### src/rtl/core/rtc_pkg.sv
// Shared types and constants for the rotamer transition counter.
// No dependencies; compiled first.
package rtc_pkg;

  localparam int BIN_BITS   = 2;
  localparam int TOTAL_BITS = 32;
  localparam int FOLD_MAX   = 3;
  localparam int FRAC_BITS  = 9;
  localparam int FRAC_ONE   = 256;
  localparam int CFG_DATA_BITS  = 9;
  localparam int CFG_INDEX_BITS = 2;

  typedef enum logic [CFG_INDEX_BITS-1:0] {
    CFG_THREE_STATE   = 2'd0,
    CFG_FOLD_COUNT    = 2'd1,
    CFG_CORE_FRACTION = 2'd2
  } cfg_index_t;

  typedef struct packed {
    logic                 three_state_mode;
    logic [1:0]           fold_count;
    logic [FRAC_BITS-1:0] core_fraction;
  } cfg_t;

endpackage

### src/rtl/core/rtc_sample_if.sv
// Sample channel: one dihedral angle beat with its series-start flag.
// Depends on nothing but the ANGLE_BITS parameter.
interface rtc_sample_if #(
  parameter int ANGLE_BITS = 16
);
  logic                         valid;
  logic                         ready;
  logic signed [ANGLE_BITS-1:0] angle;
  logic                         first_sample;

  modport source (output valid, output angle, output first_sample, input ready);
  modport sink   (input valid, input angle, input first_sample, output ready);
endinterface

### src/rtl/core/rtc_result_if.sv
// Result channel: bin, transition flag and running counts for one sample.
// Uses rtc_pkg for the fixed field widths.
interface rtc_result_if import rtc_pkg::*; #(
  parameter int COUNT_BITS = 20
);
  logic                  valid;
  logic                  ready;
  logic [BIN_BITS-1:0]   bin;
  logic                  transition;
  logic [COUNT_BITS-1:0] series_transitions;
  logic [COUNT_BITS-1:0] bin_occupancy;
  logic [TOTAL_BITS-1:0] total_transitions;

  modport source (output valid, output bin, output transition, output series_transitions,
                  output bin_occupancy, output total_transitions, input ready);
  modport sink   (input valid, input bin, input transition, input series_transitions,
                  input bin_occupancy, input total_transitions, output ready);
endinterface

### src/rtl/core/rtc_binner.sv
// Rotamer bin classifier: registered N-fold window bounds derived from the
// configuration, plus shallow compares on one angle. Uses rtc_pkg.
module rtc_binner import rtc_pkg::*; #(
  parameter int ANGLE_BITS = 16
) (
  input  logic                         clk,
  input  cfg_t                         cfg,
  input  logic signed [ANGLE_BITS-1:0] angle,
  output logic [BIN_BITS-1:0]          bin
);

  localparam int WW = ANGLE_BITS + 1;   // sector width
  localparam int CB = ANGLE_BITS + 2;   // doubled-angle bound width
  localparam int PW = WW + FRAC_BITS;   // core product width
  localparam int SW = ANGLE_BITS + 5;   // room for 12 * angle

  localparam logic [WW-1:0] W_ONE   = {1'b1, {ANGLE_BITS{1'b0}}};
  localparam logic [WW-1:0] W_TWO   = {2'b01, {(ANGLE_BITS-1){1'b0}}};
  localparam logic [WW-1:0] W_THREE = WW'((longint'(1) << ANGLE_BITS) / 3);

  localparam logic signed [SW-1:0] POS_F  = SW'(longint'(1) << ANGLE_BITS);
  localparam logic signed [SW-1:0] NEG_F  = -POS_F;
  localparam logic signed [SW-1:0] POS_5F = SW'(5 * (longint'(1) << ANGLE_BITS));
  localparam logic signed [SW-1:0] NEG_5F = -POS_5F;

  // Window bounds, recomputed every cycle from the configuration registers
  logic [CB-1:0] lo_bound [FOLD_MAX];
  logic [CB-1:0] hi_bound [FOLD_MAX];
  logic [FOLD_MAX-1:0] fold_en;

  logic [WW-1:0]        width;
  logic [FRAC_BITS-1:0] frac_sat;
  logic [PW-1:0]        core_prod;
  logic [WW-1:0]        core;
  logic [CB-1:0]        center [FOLD_MAX];
  logic [FOLD_MAX-1:0]  fold_en_next;

  always_comb begin
    unique case (cfg.fold_count)
      2'd2:    width = W_TWO;
      2'd3:    width = W_THREE;
      default: width = W_ONE;   // zero folds behave as one
    endcase
    frac_sat  = (cfg.core_fraction > FRAC_BITS'(FRAC_ONE)) ? FRAC_BITS'(FRAC_ONE)
                                                           : cfg.core_fraction;
    core_prod = PW'(frac_sat) * PW'(width);
    core      = core_prod[PW-2:8];
    // bin b is centered at (2b-1) * width on the doubled angle
    center[0] = CB'(width);
    center[1] = CB'(width) + (CB'(width) << 1);
    center[2] = CB'(width) + (CB'(width) << 2);
    fold_en_next[0] = 1'b1;
    fold_en_next[1] = (cfg.fold_count >= 2'd2);
    fold_en_next[2] = (cfg.fold_count == 2'd3);
  end

  always_ff @(posedge clk) begin
    for (int b = 0; b < FOLD_MAX; b++) begin
      lo_bound[b] <= center[b] - CB'(core);
      hi_bound[b] <= center[b] + CB'(core);
    end
    fold_en <= fold_en_next;
  end

  logic [CB-1:0]        u2;
  logic [FOLD_MAX-1:0]  hit;
  logic signed [SW-1:0] s_ext;
  logic signed [SW-1:0] s4;
  logic signed [SW-1:0] s12;
  logic [BIN_BITS-1:0]  nfold_bin;
  logic [BIN_BITS-1:0]  three_bin;

  always_comb begin
    u2 = {1'b0, $unsigned(angle), 1'b0};
    for (int b = 0; b < FOLD_MAX; b++) begin
      hit[b] = fold_en[b] && (u2 > lo_bound[b]) && (u2 < hi_bound[b]);
    end
    priority if (hit[0]) nfold_bin = BIN_BITS'(1);
    else if (hit[1])     nfold_bin = BIN_BITS'(2);
    else if (hit[2])     nfold_bin = BIN_BITS'(3);
    else                 nfold_bin = '0;

    s_ext = {{(SW-ANGLE_BITS){angle[ANGLE_BITS-1]}}, angle};
    s4    = s_ext <<< 2;
    s12   = (s_ext <<< 3) + (s_ext <<< 2);
    priority if ((s12 < POS_F) && (s12 > NEG_F))   three_bin = BIN_BITS'(1);
    else if ((s12 > NEG_5F) && (s4 < NEG_F))       three_bin = BIN_BITS'(2);
    else if ((s4 > POS_F) && (s12 < POS_5F))       three_bin = BIN_BITS'(3);
    else                                           three_bin = '0;

    bin = cfg.three_state_mode ? three_bin : nfold_bin;
  end

endmodule

### src/rtl/core/rotamer_transition_counter.sv
// Rotamer transition counter top level: config registers, sample register,
// per-series/overall counters and result register. Uses rtc_pkg, rtc_binner.
//
//  channel  | dir | payload                                        | handshake
//  samples  | in  | angle, first_sample                            | valid/ready
//  results  | out | bin, transition, series_transitions,           | valid/ready
//           |     | bin_occupancy, total_transitions               |
//  cfg      | in  | cfg_index, cfg_data                            | cfg_wr_en
//
// Sample then result register; one sample per cycle unless results stall.
// The per-sample path is the bin compare plus one counter update and the
// saturating increments, between the sample register and the result register.
// rst is synchronous: clears counters, held bin and pipeline valids, and loads
// the default configuration. A stalled result holds the sample register, and
// samples stall only when both stages are full, and during reset.
module rotamer_transition_counter import rtc_pkg::*; #(
  parameter int ROTAMER_BINS = 4,
  parameter int COUNT_BITS   = 20,
  parameter int ANGLE_BITS   = 16
) (
  input  logic                      clk,
  input  logic                      rst,
  rtc_sample_if.sink                samples,
  rtc_result_if.source              results,
  input  logic                      cfg_wr_en,
  input  logic [CFG_INDEX_BITS-1:0] cfg_index,
  input  logic [CFG_DATA_BITS-1:0]  cfg_data
);

  localparam int IDX_BITS = $clog2(ROTAMER_BINS);

  // configuration
  cfg_t cfg;

  always_ff @(posedge clk) begin
    if (rst) begin
      cfg.three_state_mode <= 1'b0;
      cfg.fold_count       <= 2'd3;
      cfg.core_fraction    <= FRAC_BITS'(128);
    end else if (cfg_wr_en) begin
      unique case (cfg_index)
        CFG_THREE_STATE:   cfg.three_state_mode <= cfg_data[0];
        CFG_FOLD_COUNT:    cfg.fold_count       <= cfg_data[1:0];
        CFG_CORE_FRACTION: cfg.core_fraction    <= cfg_data[FRAC_BITS-1:0];
        default: ;
      endcase
    end
  end

  // sample register
  logic                         s1_valid;
  logic signed [ANGLE_BITS-1:0] s1_angle;
  logic                         s1_first;
  logic                         advance;

  assign advance       = s1_valid && (!results.valid || results.ready);
  assign samples.ready = !rst && (!s1_valid || advance);

  always_ff @(posedge clk) begin
    if (rst) begin
      s1_valid <= 1'b0;
    end else if (samples.ready) begin
      s1_valid <= samples.valid;
    end
    if (samples.valid && samples.ready) begin
      s1_angle <= samples.angle;
      s1_first <= samples.first_sample;
    end
  end

  logic [BIN_BITS-1:0] bin;

  rtc_binner #(
    .ANGLE_BITS(ANGLE_BITS)
  ) u_binner (
    .clk  (clk),
    .cfg  (cfg),
    .angle(s1_angle),
    .bin  (bin)
  );

  // series and overall state
  logic [BIN_BITS-1:0]   held_bin;
  logic [COUNT_BITS-1:0] series_count;
  logic [COUNT_BITS-1:0] occupancy [ROTAMER_BINS];
  logic [TOTAL_BITS-1:0] total_count;

  logic                  trans;
  logic [BIN_BITS-1:0]   held_bin_next;
  logic [COUNT_BITS-1:0] series_count_next;
  logic [TOTAL_BITS-1:0] total_count_next;
  logic [IDX_BITS-1:0]   idx;
  logic [COUNT_BITS-1:0] occ_sel;
  logic [COUNT_BITS-1:0] occ_next;

  always_comb begin
    trans = !s1_first && (held_bin != '0) && (bin != '0) && (bin != held_bin);
    held_bin_next = (s1_first || (held_bin == '0) || trans) ? bin : held_bin;

    if (s1_first) begin
      series_count_next = '0;
    end else if (trans && (series_count != '1)) begin
      series_count_next = series_count + COUNT_BITS'(1);
    end else begin
      series_count_next = series_count;
    end

    if (trans && (total_count != '1)) begin
      total_count_next = total_count + TOTAL_BITS'(1);
    end else begin
      total_count_next = total_count;
    end

    idx      = IDX_BITS'(bin);
    occ_sel  = s1_first ? '0 : occupancy[idx];   // new series starts from zero
    occ_next = (occ_sel == '1) ? occ_sel : occ_sel + COUNT_BITS'(1);
  end

  always_ff @(posedge clk) begin
    if (rst) begin
      held_bin     <= '0;
      series_count <= '0;
      total_count  <= '0;
      for (int i = 0; i < ROTAMER_BINS; i++) begin
        occupancy[i] <= '0;
      end
    end else if (advance) begin
      held_bin     <= held_bin_next;
      series_count <= series_count_next;
      total_count  <= total_count_next;
      for (int i = 0; i < ROTAMER_BINS; i++) begin
        if (IDX_BITS'(i) == idx) begin
          occupancy[i] <= occ_next;
        end else if (s1_first) begin
          occupancy[i] <= '0;
        end
      end
    end
  end

  // result register
  always_ff @(posedge clk) begin
    if (rst) begin
      results.valid <= 1'b0;
    end else if (advance) begin
      results.valid <= 1'b1;
    end else if (results.ready) begin
      results.valid <= 1'b0;
    end
    if (advance) begin
      results.bin                <= bin;
      results.transition         <= trans;
      results.series_transitions <= series_count_next;
      results.bin_occupancy      <= occ_next;
      results.total_transitions  <= total_count_next;
    end
  end

endmodule

### src/flat_wrapper.sv
// flat-port wrapper written by rule: the top's interface ports become plain ports
module rotamer_transition_counter_flat import rtc_pkg::*;
#(
  parameter int ROTAMER_BINS = 4,
  parameter int COUNT_BITS   = 20,
  parameter int ANGLE_BITS   = 16
)
  (clk, rst, cfg_wr_en, cfg_index, cfg_data, samples_valid, samples_angle, samples_first_sample, samples_ready, results_valid, results_bin, results_transition, results_series_transitions, results_bin_occupancy, results_total_transitions, results_ready);
  rtc_sample_if #(.ANGLE_BITS(ANGLE_BITS)) samples_i ();
  rtc_result_if #(.COUNT_BITS(COUNT_BITS)) results_i ();
  input  logic clk;
  input  logic rst;
  input  logic cfg_wr_en;
  input  logic [CFG_INDEX_BITS-1:0] cfg_index;
  input  logic [CFG_DATA_BITS-1:0] cfg_data;
  input wire logic [$bits(samples_i.valid)-1:0] samples_valid;
  input wire logic [$bits(samples_i.angle)-1:0] samples_angle;
  input wire logic [$bits(samples_i.first_sample)-1:0] samples_first_sample;
  output wire logic [$bits(samples_i.ready)-1:0] samples_ready;
  output wire logic [$bits(results_i.valid)-1:0] results_valid;
  output wire logic [$bits(results_i.bin)-1:0] results_bin;
  output wire logic [$bits(results_i.transition)-1:0] results_transition;
  output wire logic [$bits(results_i.series_transitions)-1:0] results_series_transitions;
  output wire logic [$bits(results_i.bin_occupancy)-1:0] results_bin_occupancy;
  output wire logic [$bits(results_i.total_transitions)-1:0] results_total_transitions;
  input wire logic [$bits(results_i.ready)-1:0] results_ready;
  assign samples_i.valid = samples_valid;
  assign samples_i.angle = samples_angle;
  assign samples_i.first_sample = samples_first_sample;
  assign samples_ready = samples_i.ready;
  assign results_valid = results_i.valid;
  assign results_bin = results_i.bin;
  assign results_transition = results_i.transition;
  assign results_series_transitions = results_i.series_transitions;
  assign results_bin_occupancy = results_i.bin_occupancy;
  assign results_total_transitions = results_i.total_transitions;
  assign results_i.ready = results_ready;
  rotamer_transition_counter #(.ROTAMER_BINS(ROTAMER_BINS), .COUNT_BITS(COUNT_BITS), .ANGLE_BITS(ANGLE_BITS)) u_core (.clk(clk), .rst(rst), .samples(samples_i), .results(results_i), .cfg_wr_en(cfg_wr_en), .cfg_index(cfg_index), .cfg_data(cfg_data));
endmodule
### config.mk
export PLATFORM = sky130hd
export DESIGN_NAME = rotamer_transition_counter_flat
export DESIGN_NICKNAME = d
export VERILOG_FILES = /design/src/rtl/core/rtc_pkg.sv /design/src/rtl/core/rtc_sample_if.sv /design/src/rtl/core/rtc_result_if.sv /design/src/rtl/core/rtc_binner.sv /design/src/rtl/core/rotamer_transition_counter.sv /design/src/flat_wrapper.sv
export SDC_FILE = /design/constraint.sdc
export NUM_CORES = 1
export LEC_CHECK = 0
export BUFFER_PORTS_ARGS = -buffer_cell sky130_fd_sc_hd__buf_2
export CAP_MARGIN = 20
export CORE_MARGIN = 8
export CORE_UTILIZATION = 63
export DETAILED_ROUTE_END_ITERATION = 12
export GPL_TIMING_DRIVEN = 0
export PLACE_DENSITY = 0.87
export SYNTH_ARGS = -nofsm -noshare
export SYNTH_HDL_FRONTEND = slang
export SYNTH_SLANG_ARGS = --single-unit
### constraint.sdc
create_clock -name clk -period 11.4 [get_ports clk]
set_clock_uncertainty 0.15 [all_clocks]
set_input_delay 2.85 -clock clk [delete_from_list [all_inputs] [get_ports clk]]
set_output_delay 2.85 -clock clk [all_outputs]
set_load 0.02 [all_outputs]
==> results of run 1 <==
## routing by layer
metal	vias to the layer above	share of wire [%]	routed length [um]
met5	-	0	0
met4	0	4.4	2400
met3	189	6.4	3490
met2	732	49	27100
met1	8227	40	21700
li1	8145	-	-
## per-stage QoR
step | utilization [%] | setup slack, ns
floorplan | - | 3.32
global placement | 67.3 | 1.54
detailed placement | 67.6 | 2.13
CTS | 71.0 | 2.09
global route | 71.1 | 1.33
finish | 71.1 | 2.01
## worst min-delay path by stage
stage | slack [ns] | from | endpoint
after global routing | 0.35 | u_core.cfg[7]$_SDFFE_PP1P_ | u_core.cfg[7]$_SDFFE_PP1P_
after detailed placement | 0.30 | u_core.cfg[7]$_SDFFE_PP1P_ | u_core.cfg[7]$_SDFFE_PP1P_
after global placement | 0.29 | u_core.cfg[7]$_SDFFE_PP1P_ | u_core.cfg[7]$_SDFFE_PP1P_
final | 0.31 | u_core.cfg[7]$_SDFFE_PP1P_ | u_core.cfg[7]$_SDFFE_PP1P_
after CTS | 0.31 | u_core.cfg[7]$_SDFFE_PP1P_ | u_core.cfg[7]$_SDFFE_PP1P_
after floorplan | 0.28 | u_core.cfg[7]$_SDFFE_PP1P_ | u_core.cfg[7]$_SDFFE_PP1P_
## registers in the layout (all words and copies together) (netlist names), 12 cells and up
| signal | count |
|---|---|
| u_core.s1_angle | 16 |
| u_core.occupancy | 80 |
| u_core.u_binner.hi_bound | 51 |
| u_core.cfg | 12 |
| u_core.series_count | 20 |
| u_core.results.bin_occupancy | 20 |
| u_core.results.total_transitions | 32 |
| u_core.results.series_transitions | 20 |
| u_core.total_count | 32 |
| u_core.u_binner.lo_bound | 50 |
## cells by family after synthesis
kind of cell             count (synthesis)
XOR/XNOR                               199
flip-flops                             343
adder cells (fa/ha/maj)                236
AND/OR/NAND/NOR                        696
buffers and inverters                  323
multiplexers                            72
AO/OA/AOI/OAI                          393
## cell type report
| cell class | instances | area (sq um) |
|---|---|---|
| multi-input cells | 1596 | 11700 |
| fillers | 2312 | 9710 |
| flip-flops and latches | 343 | 8590 |
| clock buffers | 45 | 986 |
| inverters | 241 | 905 |
| repair buffers | 114 | 663 |
| well taps | 448 | 561 |
| plain buffers | 82 | 380 |
| clock inverters | 20 | 160 |
| diodes | 1 | 2.50 |
## cell usage in the layout (no fill, tap or decap), types with 7 or more instances in the layout
| cell | instances |
|---|---|
| o21a_1 | 7 |
| nor3b_1 | 9 |
| nand2_1 | 122 |
| a21o_1 | 24 |
| clkbuf_16 | 37 |
| fa_1 | 28 |
| a211oi_1 | 15 |
| xor2_1 | 77 |
| o211ai_1 | 9 |
| o21bai_1 | 20 |
| mux2_2 | 22 |
| clkinv_1 | 8 |
| edfxtp_1 | 172 |
| clkbuf_1 | 69 |
| nor2_1 | 284 |
| nand2b_1 | 24 |
| nand3_1 | 42 |
| o31ai_1 | 9 |
| nor2b_1 | 22 |
| dfxtp_1 | 171 |
| o21ai_0 | 84 |
| mux2i_1 | 49 |
| inv_1 | 238 |
| or2_2 | 11 |
| nand4_1 | 33 |
| nand3b_1 | 7 |
| a22oi_1 | 8 |
| a31oi_1 | 21 |
| nor3_1 | 46 |
| and2_1 | 13 |
| xnor2_1 | 120 |
| and3_1 | 24 |
| a21oi_1 | 117 |
| or3_1 | 26 |
| ha_1 | 208 |
| buf_2 | 114 |
## where the power goes
group,switching [mW],internal (mW),total [mW]
logic,1.07,0.666,1.74
clock network,0.502,0.645,1.15
registers,0.0811,1.53,1.61
==> out/results.ini, run 1 <==
[clocking]
post_cts_resized=0
cts_buffers=36
cts_root_buf=clkbuf_16
clk_pin_slew_ns=0.06
h-tree-depth=2
clock_sinks=343
clk_latency_ns=0.53
post_cts_buffers=0
cts_tree=built
cts_buffer_depth=3
postCtsHoldBufs=0

[global_route]
grt_max_degree=45
grt_use_met1_pct=31.1
top_usage_layer=met2
grt_use_met3_pct=3.79
grt_util_all_layers_pct=26.1
grt_pass1_wl_um=87300
met2_usage_pct=46.2
antenna_found_initial=1
grt_pass1_vias=17300
overflow=0

[sta]
fmax_ghz=0.106
slew_headroom_pct=36.0
rsz0062_at_grt=no
period_share_pct=82.4
tns_ns=0
tightest_slew_ns=0.953
finalHoldViolCount=0
drv_slew=0
hold_slack_ns=0.313
min_period_ns=9.39
setup_violations=0

[critical_path]
path_common_cell=a21oi_1
critPathCapture=u_core.u_binner.hi_bound[0][33]$_DFF_P_
rrSetupSlack_ns=2.01
endpoint_kind=flop
r2r_cells=32
rr_startpoint=u_core.cfg[10]$_SDFFE_PP1P_
critPathMaxStageDelay_ns=0.76
critPathArrivalTime_ns=9.64
setup.worst_path.start=u_core.cfg[10]$_SDFFE_PP1P_
cp_num_buf_inv=7
critPathRequiredTime_ns=11.64
startpoint_type=flop
reg2reg_to=u_core.u_binner.hi_bound[0][33]$_DFF_P_
critical_path_class=flop to flop
crit_family=compound AO/OA/AOI/OAI gates
cp_num_cells=32
slowest_stage=xnor2_1
worst-path-max-fanout=33

[power_and_ir_drop]
power_density_nw_per_um2=188
ir_drop_uv=126
p_leak_nw=10.3
finalPower_mw=4.50

[finish]
final_cells=2890
layout.nets=2683
area_growth_pct=11.1
fin_area_sq_um=23900
drive_above_1_share_pct=10.2

[floorplan]
pin_count=110
rows=67
die_y_um=201
coreArea_sq_um=33600
dieArea_sq_um=40300
die_w_um=201
initial_core_util_pct=64.0

[synthesis]
synth_mux_area_share_pct=3.54
ys_types=96
syn_area_sq_um=21500
syn-num-nets=2531
synthTopCellsByArea=edfxtp_1 (24%), dfxtp_1 (16%), ha_1 (12%), nor2_1 (5.0%), xnor2_1 (4.9%)
synth_area_leader_cell=edfxtp_1
yosysMostFrequentCell=nor2_1
syn_avg_cell_area_sq_um=9.51
async_flop_share_pct=0
synth_edf_count=172
synth_top_cells_by_count=nor2_1 (284), inv_1 (238), ha_1 (208), edfxtp_1 (172), dfxtp_1 (171)
syn_inst=2262
synthAdderAreaFrac_pct=14.7
synth-compound-area-share_pct=12.1
synth_top_family_by_area=simple AND/OR/NAND/NOR gates
ys_ff_latch=343
synthDominantCellAreaShare_pct=24.0
yosysWarningCount=0
synth-seq-area-share_pct=39.9
synth_simple_gate_area_share_pct=15.6
ys.flop_type=edfxtp_1
synth_xor_area_share_pct=8.17

[placed_design]
placed_cell_area_sq_um=22700
portBuffers=109
hpwl_um=40600
place_inst=2823
gp_congestion=0.957

[route]
first_pass_iters=7
drt_iter0_drc=1570
wire_per_inst_um=18.9
wirelength_um=54700
antenna_left=0
drc=0
viasPerCell=5.98
vias=17300

[worst_hold_path]
hold_depth=1
hold_path_class=flop to flop

[flow_run]
max_cap_viol_count=0

[outcome]
outcome=completed

Power figures use the tool's default switching activity.
==> inputs of run 2 (changes only) <==
==> constraint.sdc (replaced) <==
create_clock -name clk -period 9.7 [get_ports clk]
set_clock_uncertainty 0.15 [all_clocks]
set_input_delay 2.425 -clock clk [delete_from_list [all_inputs] [get_ports clk]]
set_output_delay 2.425 -clock clk [all_outputs]
set_load 0.02 [all_outputs]
==> run 2 against run 1 <==
  * Die area is the same
  * Critical path depth grew 1
  * Register-to-register slack lost 1.2 ns
  * Final cell count is the same
  * Global-route usage is the same
  * Critical path type unchanged
  * Largest cell class unchanged
  * Largest power group unchanged
==> out/results.ini, run 2 (synthesized netlist as in run 1, its figures left out) <==
[placed_design]
portBuffers=109  ; unchanged
hpwl_um=40600  ; unchanged
placed_cell_area_sq_um=22700  ; unchanged
gp_congestion=0.957  ; unchanged
place_inst=2823  ; unchanged

[finish]
multi_input_area_sq_um=11700  ; about the same
final_cells=2890  ; unchanged
final_common_cell=nor2_1
seqCellArea_sq_um=8590  ; unchanged
area_growth_pct=11.1  ; about the same
largest_register_ffs=80  ; unchanged
fillers=2311  ; -0.043%
drive_above_1_share_pct=10.2  ; +0.041 points
regMostFlops=u_core.occupancy
reg_top3=u_core.occupancy (80), u_core.u_binner.hi_bound (51), u_core.u_binner.lo_bound (50)
fin_area_sq_um=23900  ; about the same
most-common-layout-cells=nor2_1 (284), inv_1 (238), ha_1 (208), edfxtp_1 (172), dfxtp_1 (171)
layout.nets=2683  ; unchanged

[power_and_ir_drop]
finalPower_mw=5.29  ; +18%
power_density_nw_per_um2=221  ; +17%
ir_drop_uv=148  ; +17%
p_leak_nw=10.3  ; about the same

[clocking]
clk_pin_slew_ns=0.06  ; about the same
cts_tree=built
clk_latency_ns=0.53  ; about the same
cts_buffer_depth=3  ; unchanged
h-tree-depth=2  ; unchanged
cts_root_buf=clkbuf_16
cts_buffers=36  ; unchanged
postCtsHoldBufs=0  ; unchanged
clock_sinks=343  ; unchanged

[floorplan]
initial_core_util_pct=64.0  ; unchanged
coreArea_sq_um=33600  ; unchanged
rows=67  ; unchanged
die_y_um=201  ; unchanged
dieArea_sq_um=40300  ; unchanged
pin_count=110  ; unchanged
die_w_um=201  ; unchanged

[critical_path]
slowest_stage=clkbuf_1
worst-path-max-fanout=33  ; unchanged
setup.worst_path.start=u_core.cfg[10]$_SDFFE_PP1P_
crit_family=compound AO/OA/AOI/OAI gates
startpoint_type=flop
path_common_cell=o21ai_0
rr_startpoint=u_core.cfg[10]$_SDFFE_PP1P_
endpoint_kind=flop
critPathMaxStageDelay_ns=0.66  ; -0.10 ns
critPathRequiredTime_ns=9.94  ; -1.70 ns
critPathArrivalTime_ns=9.12  ; -0.52 ns
cp_num_buf_inv=7  ; unchanged
critical_path_class=flop to flop

[sta]
rsz0062_at_grt=no
fmax_ghz=0.113  ; +5.8%
finalHoldViolCount=0  ; unchanged
slew_headroom_pct=40.0  ; +4.0 points
setup_violations=0  ; unchanged
period_share_pct=91.5  ; +9.1 points
min_period_ns=8.88  ; -0.515 ns
tightest_slew_ns=0.893  ; -0.0599 ns
drv_slew=0  ; unchanged

[flow_run]
max_cap_viol_count=0  ; unchanged

[global_route]
grt_pass1_wl_um=87300  ; unchanged
antenna_found_initial=1  ; unchanged
grt_pass1_vias=17300  ; unchanged
grt_util_all_layers_pct=26.1  ; unchanged
overflow=0  ; unchanged
grt_max_degree=45  ; unchanged

[worst_hold_path]
hold_path_class=flop to flop
min_from=u_core.cfg[7]$_SDFFE_PP1P_

[route]
vias=17200  ; -0.35%
wire_per_inst_um=18.9  ; +0.12%
antenna_left=0  ; unchanged
drc=0  ; unchanged
drt_iter0_drc=1534  ; -2.3%
wirelength_um=54800  ; +0.12%
viasPerCell=5.96  ; -0.35%
first_pass_iters=8  ; +1

[outcome]
outcome=completed

-- run 2: per-layer routing --
metal  GRT usage [%]  vias up  routed length, um
met5               0        -                  0
met1            31.1     8191              21800
met2            46.2      730              27100
met4            12.0        0               2330
li1                -     8139                  -
met3            3.79      172               3530
-- run 2: worst paths after layout --
kind,to,slack (ns),cells past startpoint
max,u_core.u_binner.hi_bound[0][33]$_DFF_P_,0.82,33
min,u_core.cfg[7]$_SDFFE_PP1P_,0.31,1
max reg2reg,u_core.u_binner.hi_bound[0][33]$_DFF_P_,0.82,33
min reg2reg,u_core.cfg[7]$_SDFFE_PP1P_,0.31,1
-- run 2: final cells by class --
| cell class | instances | area share [%] |
|---|---|---|
| antenna | 1 | 0.0105 |
| buffer | 82 | 1.60 |
| clock buffer | 45 | 4.12 |
| clock inverter | 20 | 0.670 |
| inverter | 241 | 3.78 |
| multi-input combinational | 1596 | 48.8 |
| sequential | 343 | 35.9 |
| tap | 448 | 2.34 |
| timing repair buffer | 114 | 2.77 |
-- run 2: metrics by stage --
step | utilization [%] | hold WS [ns] | setup slack, ns | TNS (ns)
after detailed placement | 67.6 | 0.296 | 0.433 | 0
after floorplan | - | 0.277 | 1.62 | 0
after global placement | 67.3 | 0.290 | -0.165 | -0.484
after CTS | 71.0 | 0.310 | 0.392 | 0
after global routing | 71.1 | 0.349 | 0.166 | 0
final | 71.1 | 0.312 | 0.822 | 0
-- run 2: timing repair --
action	4_1_cts	5_1_grt
gates resized for setup	0	3
setup endpoints to repair	0	7
buffers inserted	0	0
-- run 2: where the power goes --
part	switching (mW)	internal, mW	total, mW
registers	0.0962	1.80	1.90
clock network	0.588	0.758	1.35
logic	1.26	0.783	2.05
==> inputs of run 3 (changes only) <==
--- a/config.mk
+++ b/config.mk
@@ -8,10 +8,10 @@
 export BUFFER_PORTS_ARGS = -buffer_cell sky130_fd_sc_hd__buf_2
 export CAP_MARGIN = 20
 export CORE_MARGIN = 8
-export CORE_UTILIZATION = 63
+export CORE_UTILIZATION = 30
 export DETAILED_ROUTE_END_ITERATION = 12
 export GPL_TIMING_DRIVEN = 0
-export PLACE_DENSITY = 0.87
+export PLACE_DENSITY = 0.5
 export SYNTH_ARGS = -nofsm -noshare
 export SYNTH_HDL_FRONTEND = slang
 export SYNTH_SLANG_ARGS = --single-unit
==> run 3 against run 2 <==
  * Routed wire length rose by 5.3%
  * Clock power rose by 10%
  * Combinational power barely moved
  * Flip-flop and latch count did not move
  * Worst hold slack improved by 0.017 ns
  * First-iteration DRC count fell by 38%
  * Non-clock buffer count did not move
  * Sequential power barely moved
  * Core utilization fell by 36 points
  * Register-to-register slack got worse by 0.09 ns
  * Design area rose by 3.3%
  * Highest routed layer unchanged
==> out/results.ini, run 3 (synthesized netlist as in run 1, its figures left out) <==
[clocking]
clk_pin_slew_ns=0.06  ; about the same
post_cts_resized=0  ; unchanged
cts_tree=built
clock_sinks=343  ; unchanged
cts_buffers=41  ; +14%
cts_root_buf=clkbuf_16
cts_buffer_depth=3  ; unchanged
clk_latency_ns=0.58  ; +0.05 ns
postCtsHoldBufs=0  ; unchanged
h-tree-depth=2  ; unchanged
post_cts_buffers=0  ; unchanged

[critical_path]
rrSetupSlack_ns=0.74  ; -0.09 ns
critPathArrivalTime_ns=9.26  ; +0.14 ns
slowest_stage=fa_1
endpoint_kind=flop
critical_path_class=flop to flop
startpoint_type=flop
critPathRequiredTime_ns=9.99  ; +0.05 ns
critPathMaxStageDelay_ns=0.62  ; -0.04 ns
worst-path-max-fanout=33  ; unchanged

[sta]
finalHoldViolCount=0  ; unchanged
min_period_ns=8.96  ; +0.0852 ns
setup_violations=0  ; unchanged
drv_slew=0  ; unchanged
hold_slack_ns=0.329  ; +0.0172 ns
fmax_ghz=0.112  ; -0.95%
rsz0062_at_grt=no
period_share_pct=92.4  ; +0.88 points
tightest_slew_ns=0.939  ; +0.0462 ns
slew_headroom_pct=36.9  ; -3.1 points

[outcome]
outcome=completed

[floorplan]
die_w_um=284  ; +41%
coreArea_sq_um=71200  ; +110%
rows=98  ; +46%
pin_count=110  ; unchanged
dieArea_sq_um=80600  ; +100%
die_y_um=284  ; +41%
initial_core_util_pct=30.2  ; -34 points

[route]
vias=16400  ; -4.8%
wire_per_inst_um=17.0  ; -11%
wl_met2_um=27700  ; +2.1%
first_pass_iters=5  ; -3
wl_met1_um=26700  ; +23%
antenna_left=0  ; unchanged
top_layer=met4
drt_iter0_drc=950  ; -38%
wirelength_um=57700  ; +5.3%
drc=0  ; unchanged
dr_wl_met3_um=1650  ; -53%
viasPerCell=4.82  ; -19%

[finish]
fillers=7264  ; +210%
most-common-layout-cells=nor2_1 (284), inv_1 (238), ha_1 (208), edfxtp_1 (172), dfxtp_1 (171)
area_growth_pct=14.8
reg_top3=u_core.occupancy (80), u_core.u_binner.hi_bound (51), u_core.u_binner.lo_bound (50)
layout.nets=2688  ; +0.19%
regMostFlops=u_core.occupancy
largest_register_ffs=80  ; unchanged
drive_above_1_share_pct=10.5  ; +0.32 points
final_common_cell=nor2_1
final_util_pct=34.7  ; -36 points

[global_route]
grt_pass1_wl_um=91800  ; +5.2%
grt_util_all_layers_pct=14.0  ; -12 points
antenna_found_initial=2  ; +1
grt_pass1_vias=17000  ; -1.9%
grt_max_degree=44  ; -2.2%
overflow=0  ; unchanged

[power_and_ir_drop]
p_leak_nw=10.4  ; +0.83%
ir_drop_uv=118  ; -21%
power_density_nw_per_um2=219  ; -0.94%

[worst_hold_path]
hold_path_class=flop to flop

[placed_design]
hpwl_um=45000  ; +11%
gp_congestion=0.878  ; -8.3%
portBuffers=109  ; unchanged

[flow_run]
max_cap_viol_count=0  ; unchanged

-- run 3: final timing paths --
check | start | to | cells past startpoint
setup / recovery | u_core.cfg[10]$_SDFFE_PP1P_ | u_core.u_binner.lo_bound[0][51]$_DFF_P_ | 31
hold / removal | u_core.cfg[7]$_SDFFE_PP1P_ | u_core.cfg[7]$_SDFFE_PP1P_ | 1
setup reg to reg | u_core.cfg[10]$_SDFFE_PP1P_ | u_core.u_binner.lo_bound[0][51]$_DFF_P_ | 31
hold reg to reg | u_core.cfg[7]$_SDFFE_PP1P_ | u_core.cfg[7]$_SDFFE_PP1P_ | 1
-- run 3: report_power, final --
part           internal, mW  total [mW]  switching [mW]
Sequential             1.80        1.89          0.0874
Clock                 0.859        1.49           0.634
Combinational         0.776        2.03            1.25
Total                  3.44        5.41            1.98
-- run 3: area by class of cell --
class	instances	area [sq um]	area share, %
clock buffers	51	1120	4.55
flip-flops and latches	343	8590	34.8
clock inverters	25	200	0.810
diodes	1	2.50	0.0101
plain buffers	82	384	1.55
well taps	950	1190	4.81
inverters	241	905	3.66
multi-input cells	1596	11700	47.2
repair buffers	114	646	2.61
-- run 3: through the flow --
step	cells	area, sq um	total power, mW	setup TNS, ns	worst slack (ns)
after floorplan	2262	21500	3.36	0	1.62
after global placement	3321	23300	3.92	-4.01	-0.603
after detailed placement	3326	23400	3.95	0	0.229
after CTS	3402	24700	5.46	0	0.144
after global routing	3403	24700	5.78	0	0.166
final	3403	24700	5.41	0	0.737
-- run 3: worst max-delay path: cells and delay by family (launching register included) --
kind | cells | cell delay, ns
AO/OA/AOI/OAI | 7 | 1.66
XOR/XNOR | 1 | 0.21
adder cells (fa/ha/maj) | 6 | 2.38
buffers and inverters | 8 | 1.57
flip-flops | 1 | 0.51
AND/OR/NAND/NOR | 9 | 2.33
-- run 3: layer usage --
| metal | GRT usage, % | vias to the layer above |
|---|---|---|
| met3 | 1.89 | 87 |
| li1 | - | 8145 |
| met4 | 4.75 | 0 |
| met2 | 24.2 | 280 |
| met1 | 17.8 | 7885 |
| met5 | 0 | - |
